**config.mk**
```make
export PLATFORM = sky130hd
export DESIGN_NAME = hid_message_reassembler
export DESIGN_NICKNAME = d
export VERILOG_FILES = /design/src/hw/rtl/hmr_pkg.sv /design/src/hw/rtl/hmr_step.sv /design/src/hw/rtl/hid_message_reassembler.sv
export SDC_FILE = /design/constraint.sdc
export NUM_CORES = 1
export LEC_CHECK = 0
export ABC_AREA = 1
export BUFFER_PORTS_ARGS = -buffer_cell sky130_fd_sc_hd__clkbuf_2
export CORE_MARGIN = 2
export CORE_UTILIZATION = 55
export CTS_CLUSTER_DIAMETER = 50
export DETAILED_ROUTE_END_ITERATION = 8
export GPL_TIMING_DRIVEN = 1
export PLACE_DENSITY_LB_ADDON = 0.3
export SLEW_MARGIN = 25
export SYNTH_ARGS = -nofsm -noshare
export SYNTH_HDL_FRONTEND = slang
export SYNTH_SLANG_ARGS = --single-unit
```
**constraint.sdc**
```tcl
create_clock -name clk -period 13.9 [get_ports clk]
set_input_delay 1.39 -clock clk [delete_from_list [all_inputs] [get_ports clk]]
set_output_delay 1.39 -clock clk [all_outputs]
set_load 0.005 [all_outputs]
```
**src/hw/rtl/hmr_pkg.sv**
```systemverilog
// ---------------------------------------------------------------------------
// hmr_pkg
// Types and constants shared by the HID message reassembler.
// ---------------------------------------------------------------------------
package hmr_pkg;

    localparam int          BYTE_W        = 8;
    localparam int          COUNT_W       = 16;
    localparam int          CHAN_W        = 32;
    localparam int          ERR_W         = 3;

    // Bit 7 of header byte 4 marks an init report
    localparam int          TYPE_BIT      = 7;
    localparam logic [15:0] MAX_BYTES_RST = 16'd7609;

    // Report error codes
    localparam logic [ERR_W-1:0] ERR_OK      = 3'd0;
    localparam logic [ERR_W-1:0] ERR_SHORT   = 3'd1;
    localparam logic [ERR_W-1:0] ERR_COUNT   = 3'd2;
    localparam logic [ERR_W-1:0] ERR_NO_MSG  = 3'd3;
    localparam logic [ERR_W-1:0] ERR_CHANNEL = 3'd4;
    localparam logic [ERR_W-1:0] ERR_SEQ     = 3'd5;

    // Configuration register indexes
    localparam logic REG_MAX_BYTES = 1'b0;

    typedef struct packed {
        logic [BYTE_W-1:0] report_byte;
        logic              report_end;
    } report_t;

    typedef struct packed {
        logic               payload_valid;
        logic [BYTE_W-1:0]  payload_byte;
        logic               message_start;
        logic               message_dropped;
        logic [CHAN_W-1:0]  channel_id;
        logic [BYTE_W-1:0]  command;
        logic [COUNT_W-1:0] byte_count;
        logic               message_done;
        logic [ERR_W-1:0]   report_error;
    } result_t;

    // Message and header state carried from byte to byte
    typedef struct packed {
        logic               message_active;
        logic [CHAN_W-1:0]  active_channel;
        logic [BYTE_W-1:0]  expected_sequence;
        logic [COUNT_W-1:0] wanted_bytes;
        logic [COUNT_W-1:0] collected_bytes;
        logic [CHAN_W-1:0]  header_channel;
        logic [BYTE_W-1:0]  header_command;
        logic [COUNT_W-1:0] header_count;
        logic               report_rejected;
        logic [ERR_W-1:0]   pending_error;
    } msg_state_t;

endpackage

```
**src/hw/rtl/hmr_step.sv**
```systemverilog
// ---------------------------------------------------------------------------
// hmr_step
// Per-byte header decode, message checks and payload pass-through.
// ---------------------------------------------------------------------------
module hmr_step #(
    parameter int REPORT_BYTES = 64,
    parameter int POS_W        = $clog2(REPORT_BYTES + 1)
) (
    input  hmr_pkg::report_t    item,
    input  hmr_pkg::msg_state_t st,
    input  logic [POS_W-1:0]    pos,
    input  logic [15:0]         max_bytes,
    output hmr_pkg::msg_state_t st_next,
    output logic [POS_W-1:0]    pos_next,
    output hmr_pkg::result_t    res
);

    localparam logic [POS_W-1:0] POS_END = POS_W'(REPORT_BYTES);
    localparam logic [POS_W-1:0] POS_CMD = POS_W'(4);
    localparam logic [POS_W-1:0] POS_CHI = POS_W'(5);
    localparam logic [POS_W-1:0] POS_CLO = POS_W'(6);
    localparam logic [POS_W-1:0] POS_IPL = POS_W'(7);

    logic        is_init;
    logic [7:0]  b;
    logic [15:0] cnt;
    logic        in_payload;

    always_comb
    begin
        st_next    = st;
        pos_next   = pos;
        res        = '0;
        b          = item.report_byte;
        is_init    = st.header_command[hmr_pkg::TYPE_BIT];
        cnt        = {st.header_count[7:0], b};
        in_payload = 1'b0;

        if (pos < POS_END)
        begin
            if (pos < POS_CMD)
            begin
                if (pos == '0)
                begin
                    st_next.header_channel = '0;
                end
                st_next.header_channel[8*pos[1:0] +: 8] = b;
            end
            else if (pos == POS_CMD)
            begin
                st_next.header_command = b;
                is_init = b[hmr_pkg::TYPE_BIT];
                if (!is_init && !st.report_rejected)
                begin
                    if (!st.message_active)
                    begin
                        st_next.report_rejected = 1'b1;
                        st_next.pending_error   = hmr_pkg::ERR_NO_MSG;
                    end
                    else if (st.header_channel != st.active_channel)
                    begin
                        st_next.report_rejected = 1'b1;
                        st_next.pending_error   = hmr_pkg::ERR_CHANNEL;
                    end
                    else if (b != st.expected_sequence)
                    begin
                        st_next.report_rejected = 1'b1;
                        st_next.pending_error   = hmr_pkg::ERR_SEQ;
                    end
                    else
                    begin
                        st_next.expected_sequence = b + 8'd1;
                    end
                end
            end
            else if (pos == POS_CHI && is_init)
            begin
                st_next.header_count = {8'd0, b};
            end
            else if (pos == POS_CLO && is_init && !st.report_rejected)
            begin
                st_next.header_count = cnt;
                if (cnt > max_bytes)
                begin
                    st_next.report_rejected = 1'b1;
                    st_next.pending_error   = hmr_pkg::ERR_COUNT;
                end
                else
                begin
                    res.message_start         = 1'b1;
                    res.message_dropped       = st.message_active;
                    res.channel_id            = st.header_channel;
                    res.command               = st.header_command;
                    res.byte_count            = cnt;
                    st_next.message_active    = 1'b1;
                    st_next.active_channel    = st.header_channel;
                    st_next.expected_sequence = '0;
                    st_next.wanted_bytes      = cnt;
                    st_next.collected_bytes   = '0;
                end
            end

            in_payload = is_init ? (pos >= POS_IPL) : (pos >= POS_CHI);
            if (!st_next.report_rejected && st_next.message_active && in_payload &&
                (st_next.collected_bytes < st_next.wanted_bytes))
            begin
                res.payload_valid       = 1'b1;
                res.payload_byte        = b;
                st_next.collected_bytes = st_next.collected_bytes + 16'd1;
            end
            pos_next = pos + POS_W'(1);
        end

        if (item.report_end)
        begin
            if (st_next.report_rejected)
            begin
                res.report_error = st_next.pending_error;
            end
            else if ((pos < POS_CMD) || (is_init && (pos < POS_CLO)))
            begin
                res.report_error = hmr_pkg::ERR_SHORT;
            end
            if ((res.report_error == hmr_pkg::ERR_OK) && st_next.message_active &&
                (st_next.collected_bytes >= st_next.wanted_bytes))
            begin
                res.message_done       = 1'b1;
                st_next.message_active = 1'b0;
            end
            pos_next                = '0;
            st_next.report_rejected = 1'b0;
            st_next.pending_error   = hmr_pkg::ERR_OK;
        end
    end

endmodule

```
**src/hw/rtl/hid_message_reassembler.sv**
```systemverilog
// ---------------------------------------------------------------------------
// hid_message_reassembler
// Reassembles HID messages from a byte stream of init and continuation reports.
// ---------------------------------------------------------------------------
// Takes one report byte per cycle while report_stall is low and gives one
// result per byte, each byte passing the input register, then the result
// register. Each byte is decoded against the message state combinationally, so
// bytes may arrive back to back; the input register takes one more byte while a
// result waits on a stalled output, then the input stalls. Payload bytes are
// flagged with payload_valid; message_start, channel_id, command and
// byte_count appear on byte 6 of an accepted init report, and report_error
// and message_done on the byte carrying report_end. max_message_bytes sits at
// APB address 0.
module hid_message_reassembler #(
    parameter int REPORT_BYTES = 64
) (
    input  logic              clk,
    input  logic              rst_n,
    input  logic              report_valid,
    output logic              report_stall,
    input  hmr_pkg::report_t  report,
    output logic              result_valid,
    input  logic              result_stall,
    output hmr_pkg::result_t  result,
    input  logic              psel,
    input  logic              penable,
    input  logic              pwrite,
    input  logic [2:0]        paddr,
    input  logic [31:0]       pwdata,
    output logic [31:0]       prdata,
    output logic              pready
);

    localparam int POS_W = $clog2(REPORT_BYTES + 1);

    logic                 item_valid_reg;
    logic                 item_valid_next;
    hmr_pkg::report_t     item_reg;
    logic                 out_valid_reg;
    logic                 out_valid_next;
    hmr_pkg::result_t     out_reg;
    hmr_pkg::msg_state_t  state_reg;
    hmr_pkg::msg_state_t  state_next;
    logic [POS_W-1:0]     pos_reg;
    logic [POS_W-1:0]     pos_next;
    logic [15:0]          max_bytes_reg;
    hmr_pkg::result_t     step_res;
    logic                 advance;
    logic                 take;
    logic                 cfg_wr;

    // APB register
    assign pready = 1'b1;
    assign cfg_wr = psel && penable && pwrite && (paddr[2] == hmr_pkg::REG_MAX_BYTES);
    assign prdata = (paddr[2] == hmr_pkg::REG_MAX_BYTES) ? {16'd0, max_bytes_reg} : '0;

    always_ff @(posedge clk or negedge rst_n)
    begin
        if (!rst_n)
        begin
            max_bytes_reg <= hmr_pkg::MAX_BYTES_RST;
        end
        else if (cfg_wr)
        begin
            max_bytes_reg <= pwdata[15:0];
        end
    end

    // Flow control: the held byte moves on when the result register is free
    assign advance         = item_valid_reg && (!out_valid_reg || !result_stall);
    assign report_stall    = item_valid_reg && !advance;
    assign take            = report_valid && !report_stall;
    assign item_valid_next = take || (item_valid_reg && !advance);
    assign out_valid_next  = advance || (out_valid_reg && result_stall);

    hmr_step #(
        .REPORT_BYTES (REPORT_BYTES),
        .POS_W        (POS_W)
    ) u_step (
        .item      (item_reg),
        .st        (state_reg),
        .pos       (pos_reg),
        .max_bytes (max_bytes_reg),
        .st_next   (state_next),
        .pos_next  (pos_next),
        .res       (step_res)
    );

    always_ff @(posedge clk or negedge rst_n)
    begin
        if (!rst_n)
        begin
            item_valid_reg <= 1'b0;
            out_valid_reg  <= 1'b0;
            state_reg      <= '0;
            pos_reg        <= '0;
        end
        else
        begin
            item_valid_reg <= item_valid_next;
            out_valid_reg  <= out_valid_next;
            if (advance)
            begin
                state_reg <= state_next;
                pos_reg   <= pos_next;
            end
        end
    end

    always_ff @(posedge clk)
    begin
        if (take)
        begin
            item_reg <= report;
        end
        if (advance)
        begin
            out_reg <= step_res;
        end
    end

    assign result_valid = out_valid_reg;
    assign result       = out_reg;

    // Checks
    a_start_ok: assert property (@(posedge clk) disable iff (!rst_n)
        result_valid && result.message_start |-> result.report_error == hmr_pkg::ERR_OK)
        else $error("message start reported with an error");

    a_drop_start: assert property (@(posedge clk) disable iff (!rst_n)
        result_valid && result.message_dropped |-> result.message_start)
        else $error("message dropped without a message start");

    a_item_hold: assert property (@(posedge clk) disable iff (!rst_n)
        item_valid_reg && !advance |=> item_valid_reg && $stable(item_reg))
        else $error("held report byte lost while output stalled");

    a_pos_range: assert property (@(posedge clk) disable iff (!rst_n)
        pos_reg <= POS_W'(REPORT_BYTES))
        else $error("byte position beyond report length");

endmodule

```
* Word-level counts from Yosys, hierarchy flattened
Cells that the tools add are included.
Storage, ports and cells: register bits 238, bits of input ports 51, word-level logic and storage cells 150, output and inout port bits 106
Operators by class: equal/unequal tests 19, bitwise operators 3, mux-type cells 49, shifts and indexed selects 2, add/sub/neg operators 4, $lt $le $gt $ge 8, reduce and logical (&&, ||, !) cells 40
Operator list (count):
- $mux W73 | 5
- $mux W32 | 5
- $mux W133 | 1
- $mux W16 | 4
- $mux W58 | 1
- $mux W28 | 2
- $mux W8 | 6
- $neg A5 Y34 | 1
- $shift A8 B34 Y32 const A | 1
- $shiftx A8 B34 Y32 | 1
- $mux W33 | 1
- $bwmux W32 | 1
- $mux W4 | 8
- $ne A32 B32 Y1 | 1
- $ne A3 B3 Y1 const B | 8
- $eq A7 B3 Y1 const B | 3
- $mux W20 | 1
- $logic_and A1 B1 Y1 | 17
- $add A16 B1 Y16 const B | 1
- $ge A16 B16 Y1 | 1
- $gt A16 B16 Y1 | 1
- $lt A16 B16 Y1 | 1
- $ge A7 B3 Y1 const B | 2
- $lt A7 B3 Y1 const B | 2
- other kinds (23) | 50

* Depth between registers and ports, before layout
Gate-level depths: netlist of run 1.
depth after elaboration 21, gate-level depth with buffers 44, gate-level depth less buffers 42

* By module
Synthesis of run 1 repeated with hierarchy kept, for this count alone.
Second synthesis, totals: cell total of the unflattened synthesis 1789, area, all modules 13664.4 µm²
Modules (own cells, without submodules):
- hid_message_reassembler | area each 8684.6 µm², times used 1, seq. area each 6367.4 µm², cells each 806
- hmr_step | area each 4979.8 µm², times used 1, seq. area each 0.0 µm², cells each 983

* Least setup slack after synthesis of run 1
No wires, ideal clock.
kind register to register, from register max_bytes_reg[7], to register out_reg (netlist bit result[3]), data pin, period minus slack after synthesis 4981 ps, library setup time 263 ps, setup slack 8919 ps, cell stages (with the launch flop) 35, required time 13637 ps, buffers on the path 4, data arrival time 4718 ps, cell sequence dfstp_2 -> inv_1 -> ha_1 -> a21o_1 -> nor2_1 -> nand2_1 -> nand2_1 -> nand2_1 -> nand2_2 -> nand3_2 -> buf_6 -> buf_2 -> inv_2 -> clkbuf_1 -> o21ai_0 -> ha_1 -> a21oi_1 -> nor2_1 -> a211oi_1 -> o221a_2 -> nand2_2 -> nor2_8 -> nand2_4 -> buf_6 -> o21ai_1 -> o21ai_1 -> ha_1 -> nand2_1 -> a21oi_1 -> a211oi_1 -> o221ai_1 -> nand3_1 -> nand2_1 -> a31oi_1 -> nor4_1
RTL lines:
- from (decl) | line hid_message_reassembler.sv:46 | logic [15:0] max_bytes_reg;
- from (signal assigned) | line hid_message_reassembler.sv:61 | max_bytes_reg <= hmr_pkg::MAX_BYTES_RST;
- from (signal assigned) | line hid_message_reassembler.sv:65 | max_bytes_reg <= pwdata[15:0];
- to (signal assigned) | line hid_message_reassembler.sv:118 | out_reg <= step_res;
- to (decl) | line hid_message_reassembler.sv:41 | hmr_pkg::result_t out_reg;

==> results of run 1 <==
-- routing by layer --
| metal | global-route usage [%] | vias up | routed length [µm] |
|---|---|---|---|
| met5 | 0 | - | 0 |
| met4 | 8.51 | 0 | 860 |
| li1 | - | 4860 | - |
| met3 | 3.49 | 59 | 2100 |
| met2 | 39.5 | 383 | 13400 |
| met1 | 35.7 | 4745 | 12900 |
-- cell usage in the layout (no fill, tap or decap), types with 28 or more instances in the layout --
cell type and n:
ha_1 55, dfrtp_1 141, inv_1 140, o21ai_0 86
o31ai_1 31, nand3_1 91, nor2_1 168, o22ai_1 28
clkbuf_2 120, a21oi_1 50, edfxtp_1 80, nand4_1 28
clkbuf_16 29, nand2_1 293
-- metrics by stage --
stage	setup WS (ns)	utilization (%)	cell area [µm²]
finish	6.27	63.4	13800
global route	5.74	63.4	13800
CTS	6.43	63.3	13800
detailed placement	6.52	59.2	12900
global placement	6.54	59.2	12900
floorplan	8.92	-	12200
-- critical path, delay by kind of cell (launching register included) --
kind	cells	cell delay, ns
AOI/OAI and AO/OA	8	1.20
adders and majority gates	2	0.64
buffers and inverters	3	1.60
DFF	1	0.77
and+or+nand+nor	16	3.14
-- report_power, final --
part | switching (mW) | internal (mW)
Combinational | 0.339 | 0.193
Clock | 0.287 | 0.420
Sequential | 0.0657 | 0.804
Total | 0.692 | 1.42
-- kinds of logic (layout without fill, tap and decap cells) --
family / after synthesis / count (layout) / synth area share, %
adder cells (fa/ha/maj): 55 / 55 / 5.65
XOR/XNOR: 26 / 26 / 1.87
AND/OR/NAND/NOR: 636 / 636 / 22.7
flip-flops: 230 / 230 / 50.6
AO/OA/AOI/OAI: 227 / 227 / 11.0
other: 2 / 17 / 0.0616
buffers and inverters: 233 / 341 / 8.13
-- area by class of cell --
| cell class | count | area (µm²) | share of cell area [%] |
|---|---|---|---|
| Multi-Input combinational cell | 961 | 5090 | 36.9 |
| Tap cell | 280 | 350 | 2.54 |
| Clock buffer | 33 | 741 | 5.37 |
| Inverter | 160 | 602 | 4.36 |
| Sequential cell | 230 | 6170 | 44.7 |
| Clock inverter | 19 | 161 | 1.17 |
| Timing Repair Buffer | 129 | 678 | 4.92 |
-- final timing paths --
path                          startpoint             end  depth (start not counted)
setup / recovery              pos_reg[6]       result[3]                         29
hold / removal             state_reg[71]   state_reg[71]                          2
setup reg to reg              pos_reg[6]       result[3]                         29
hold reg to reg            state_reg[71]   state_reg[71]                          2
max in group asynchronous          rst_n   state_reg[65]                          2
min in group asynchronous          rst_n  state_reg[119]                          1
==> out/metrics.yaml, run 1 <==
logic_synthesis:
  ys_types: 49
  synthCells: 1409
  syn_area_mm2: 0.0122
  synth_top_area_share_pct: 29.0
  yosysTopAreaCell: "dfrtp_1"
  synth.most_common_cell: "nand2_1"
  ys.flop_type: "dfrtp_1"
  synth_enable_flop_cells: 80
  async_flop_share_pct: 65.2
  synth_common_cells: "nand2_1, nor2_1, dfrtp_1"
  ys_seq_area_share_pct: 50.6
  avgSynthCellArea_um2: 8.65
  ys_top_cells_by_area: "dfrtp_1, edfxtp_1, nand2_1, ha_1, nor2_1"
  ys_ff_latch: 230
  yosys_warnings: 0
global_routing:
  grt_start_max_net_pins: 111
  grt_pass1_wl_um: 47600
  grtUsageTotal_pct: 24.9
  grt_overflow: 0
  grt_pass1_vias: 9365
  antenna_found_initial: 0
worst_setup_path:
  worst-endpoint-arrival_ns: 7.91
  critPathMaxFanout: 34
  cp_data_required_time_ns: 14.18
  end_kind: "flip-flop"
  rrSetupSlack_ns: 6.27
  slowest_stage: "clkinv_1"
  critical_path_class: "flip-flop to flip-flop"
  critPathMaxStageDelay_ns: 0.95
  crit_path_frequent_cell: "nand2_1"
  critPathLaunchType: "flip-flop"
place:
  post-place-cells: 1759
  place_congestion: 0.926
  hpwl_um: 19500
  portBuffers: 121
power_and_ir_drop:
  power_mw: 2.11
  peakVddDrop_v: 0.000115
  p_leak_nw: 6.51
  power_density_mw_per_mm2: 153
cts:
  cts_resized: 0
  hold_buffers: 0
  clock_sinks: 230
  htreeDepth: 1
  path_clk_slew_ns: 0.06
  cts_tree: "built"
  cts_buffer_depth: 3
  post_cts_buffers: 0
  clkLatencyLatePin_ns: 0.55
  root_buffer: "clkbuf_16"
  numCtsBuffers: 28
die:
  ios: 157
  die_h_um: 153
  die-area_mm2: 0.0234
  initial_core_util_pct: 56.0
  core_region_area_mm2: 0.0218
  fp-row-count: 54
  dieWidth_um: 153
final_layout:
  nets: 1616
  area_growth_syn_to_layout_pct: 13.2
  fin_cells: 1812
  layout-drive-gt1-share_pct: 15.3
  diodes: 0
  largest_reg_flops: 125
  n_fill_cell: 1853
flow_run:
  cap_violations: 0
sta:
  hold_viol_final: 0
  setup_viol: 0
  final.setup_skew_ns: 0.0190
  slew_headroom_pct: 37.3
  finalMaxSlewViolations: 0
  layout_min_cycle_time_ns: 7.63
  fmax_ghz: 0.131
  tns_ns: 0
  worst_pin_slew_ns: 0.935
  grt_setup_unrepaired: "false"
  hold_ws_ns: 0.481
  fin_crit_sh_pct: 54.9
routing:
  wire_per_inst_um: 16.1
  vias_per_cell: 5.54
  drt_wl_total_um: 29300
  drc_errors: 0
  drtPass1Iterations: 5
  drt-initial-drc-count: 763
  ant_nets: 0
  vias: 10000
run_status:
  status: "finished, final reports clean"
hold_path:
  hold_class: "flip-flop to flip-flop"
Power figures use the tool's default switching activity.
==> inputs of run 2 (changes only) <==
- ABC_AREA: 1 -> 0
- clock period: 13.9 -> 7.2 ns (I/O delays scaled with it)
==> run 2 against run 1 <==
Final area is 2.2% lower; first-iteration DRC count is 17% lower; critical path type unchanged; highest routed layer unchanged; clock power increased by 81%; routed wire length is 8.7% lower; critical path depth down 3; critical endpoint unchanged; combinational power shrank 25%; worst setup slack got worse by 5.8 ns; flip-flop and latch count unchanged; area after synthesis decreased by 2.8%; core utilization is 0.56 points higher; global-route usage fell by 1.0 points.
==> out/metrics.yaml, run 2 <==
sta:
  finalMaxSlewViolations: 0  # unchanged
  worst_slack_ns: 0.488  # -5.78 ns
  grt_setup_unrepaired: "false"
  layout_min_cycle_time_ns: 6.71  # -0.918 ns
  fmax_ghz: 0.149  # +14%
  hold_viol_final: 0  # unchanged
  worst_pin_slew_ns: 1.02  # +0.0823 ns
  final.setup_skew_ns: 0.0157  # -0.00331 ns
  tns_ns: 0  # unchanged
  fin_crit_sh_pct: 93.2  # +38 points
  slew_headroom_pct: 31.6  # -5.7 points
  hold_ws_ns: 0.250  # -0.231 ns
  setup_viol: 0  # unchanged
final_layout:
  area_growth_syn_to_layout_pct: 13.9
  diodes: 0  # unchanged
  n_fill_cell: 1670  # -9.9%
  largest_reg_flops: 125  # unchanged
  regArea_mm2: 0.00617  # unchanged
  nets: 1257  # -22%
  mostFrequentLayoutCell: "dfrtp_1"
  final_cell_mix: "dfrtp_1, clkbuf_2, edfxtp_1, mux2_2, and2_1"
  layout-drive-gt1-share_pct: 25.1  # +9.8 points
  multi_input_area_mm2: 0.00523  # +2.8%
logic_synthesis:
  synthCells: 1036  # -26%
  ys_types: 72  # +47%
  yosysTopAreaCell: "dfrtp_1"
  async_flop_share_pct: 65.2  # unchanged
  ys_seq_area_share_pct: 52.1  # +1.5 points
  ys_ff_latch: 230  # unchanged
  syn_area_mm2: 0.0118  # -2.8%
  synth_common_cells: "dfrtp_1, edfxtp_1, mux2_2"
  synth.most_common_cell: "dfrtp_1"
  yosys_warnings: 0  # unchanged
  ys_top_cells_by_area: "dfrtp_1, edfxtp_1, mux2_2, ha_1, xnor2_1"
  synth_top_area_share_pct: 29.8  # +0.84 points
  synth_enable_flop_cells: 80  # unchanged
  ys.flop_type: "dfrtp_1"
  avgSynthCellArea_um2: 11.4  # +32%
die:
  core_region_area_mm2: 0.0211  # -3.1%
  ios: 157  # unchanged
  fp-row-count: 53  # -1.9%
  die_h_um: 151  # -1.4%
  die-area_mm2: 0.0227  # -2.7%
  dieWidth_um: 151  # -1.4%
  initial_core_util_pct: 56.2  # +0.14 points
global_routing:
  grt_overflow: 0  # unchanged
  grt_pass1_vias: 8123  # -13%
  grt_pass1_wl_um: 42800  # -10%
  grtUsageTotal_pct: 23.9  # -1.0 points
  grt_start_max_net_pins: 91  # -18%
  antenna_found_initial: 0  # unchanged
power_and_ir_drop:
  power_density_mw_per_mm2: 237  # +55%
  p_leak_nw: 6.12  # -6.0%
  peakVddDrop_v: 0.000186  # +62%
  seq_power_share_pct: 47.6  # +6.3 points
  switchingPower_uw: 866  # +25%
  combinationalPowerShare_pct: 12.4  # -13 points
  power.share.clock_pct: 40.0  # +6.5 points
  swShare_pct: 27.2  # -5.7 points
  p_int_mw: 2.32  # +64%
worst_setup_path:
  critical_path_class: "flip-flop to flip-flop"
  worst-endpoint-arrival_ns: 7.01  # -0.90 ns
  cp_data_required_time_ns: 7.50  # -6.68 ns
  end_kind: "flip-flop"
  critPathLaunchType: "flip-flop"
  critPathMaxFanout: 16  # -53%
  reg2reg_depth: 26  # -10%
routing:
  vias_per_cell: 5.81  # +4.7%
  ant_nets: 0  # unchanged
  drc_errors: 0  # unchanged
  drt_wl_total_um: 26700  # -8.7%
  wire_per_inst_um: 18.5  # +14%
  drt-initial-drc-count: 634  # -17%
  vias: 8396  # -16%
  drtPass1Iterations: 5  # unchanged
cts:
  clkLatencyLatePin_ns: 0.54  # about the same
  path_clk_slew_ns: 0.06  # about the same
  cts_resized: 0  # unchanged
  cts_buffer_depth: 3  # unchanged
  numCtsBuffers: 27  # -3.6%
  hold_buffers: 0  # unchanged
  clock_sinks: 230  # unchanged
  cts_tree: "built"
  root_buffer: "clkbuf_16"
  htreeDepth: 1  # unchanged
  post_cts_buffers: 0  # unchanged
place:
  post-place-ws_ns: 0.588  # -5.93 ns
  hpwl_um: 18400  # -5.8%
  portBuffers: 121  # unchanged
  place_congestion: 0.898  # -3.0%
flow_run:
  cap_violations: 0  # unchanged
hold_path:
  hold_class: "input port to asynchronous set/reset pin"
run_status:
  status: "finished, final reports clean"
[run 2: path summary, 6_finish.rpt]
| kind | start | endpoint | slack, ns |
|---|---|---|---|
| hold / removal | rst_n | state_reg[38] | 0.25 |
| min in group clk | report[1] | item_reg[1] | 0.36 |
| setup / recovery | max_bytes_reg[12] | result[3] | 0.49 |
| max in group asynchronous | rst_n | state_reg[111] | 5.59 |
| setup reg to reg | max_bytes_reg[12] | result[3] | 0.49 |
| hold reg to reg | state_reg[20] | state_reg[20] | 0.48 |
[run 2: power groups by stage]
stage	logic [mW]	registers [mW]	clock network, mW
6_report	0.396	1.52	1.28
5_1_grt	0.441	1.53	1.36
4_1_cts	0.397	1.52	1.30
3_5_place_dp	0.394	1.54	0
3_3_place_gp	0.381	1.54	0
2_1_floorplan	0.260	1.52	0
[run 2: cell type report]
| type | count | area share [%] |
|---|---|---|
| clock buffer | 32 | 5.22 |
| clock inverter | 17 | 0.965 |
| timing repair buffer | 141 | 5.65 |
| tap | 275 | 2.55 |
| multi-input combinational | 713 | 38.8 |
| sequential | 230 | 45.7 |
| inverter | 38 | 1.07 |
[run 2: worst max-delay path, cell delays in order (launching register included)]
cell,delay [ns]
dfstp_2,0.53
inv_1,0.05
ha_1,0.27
nand4_1,0.22
or4_1,0.75
a21bo_2,0.28
inv_1,0.42
and2_1,0.25
a21oi_1,0.06
ha_1,0.32
a21oi_1,0.16
nor2b_1,0.06
o21ai_0,0.23
o2111a_1,0.27
o2111a_4,0.33
nand2_4,0.15
inv_2,0.25
xnor2_1,0.13
ha_1,0.30
nand2b_1,0.14
a21o_1,0.19
a21o_1,0.18
a21oi_1,0.16
o21ai_0,0.14
a21oi_1,0.24
o211ai_1,0.18
and4_1,0.22
[run 2: logic make-up (layout without fill, tap and decap cells)]
logic type	after synthesis	after routing	share of synthesized area, %
AO/OA/AOI/OAI	200	200	11.6
XOR/XNOR	60	60	4.50
multiplexers	80	80	7.59
buffers and inverters	108	228	4.23
other	2	17	0.0634
flip-flops	230	230	52.1
AND/OR/NAND/NOR	301	301	14.1
adder cells (fa/ha/maj)	55	55	5.81
[run 2: metal layers]
layer  global-route usage (%)  wire [µm]  share of wire, %  vias to the layer above
met4                     6.54        537               2.0                        0
met5                        0          0                 0                        -
li1                         -          -                 -                     3977
met3                     4.15       1700               6.4                       40
met1                     34.0      11900                45                     4100
met2                     38.3      12600                47                      279
[run 2: per-stage QoR]
step | util, % | total power, mW | cells | cell area, µm²
after CTS | 63.9 | 3.22 | 1446 | 13500
final | 63.9 | 3.19 | 1446 | 13500
after global routing | 63.9 | 3.33 | 1446 | 13500
after floorplan | - | 1.78 | 1051 | 11900
after detailed placement | 60.0 | 1.94 | 1397 | 12600
after global placement | 60.0 | 1.92 | 1397 | 12600
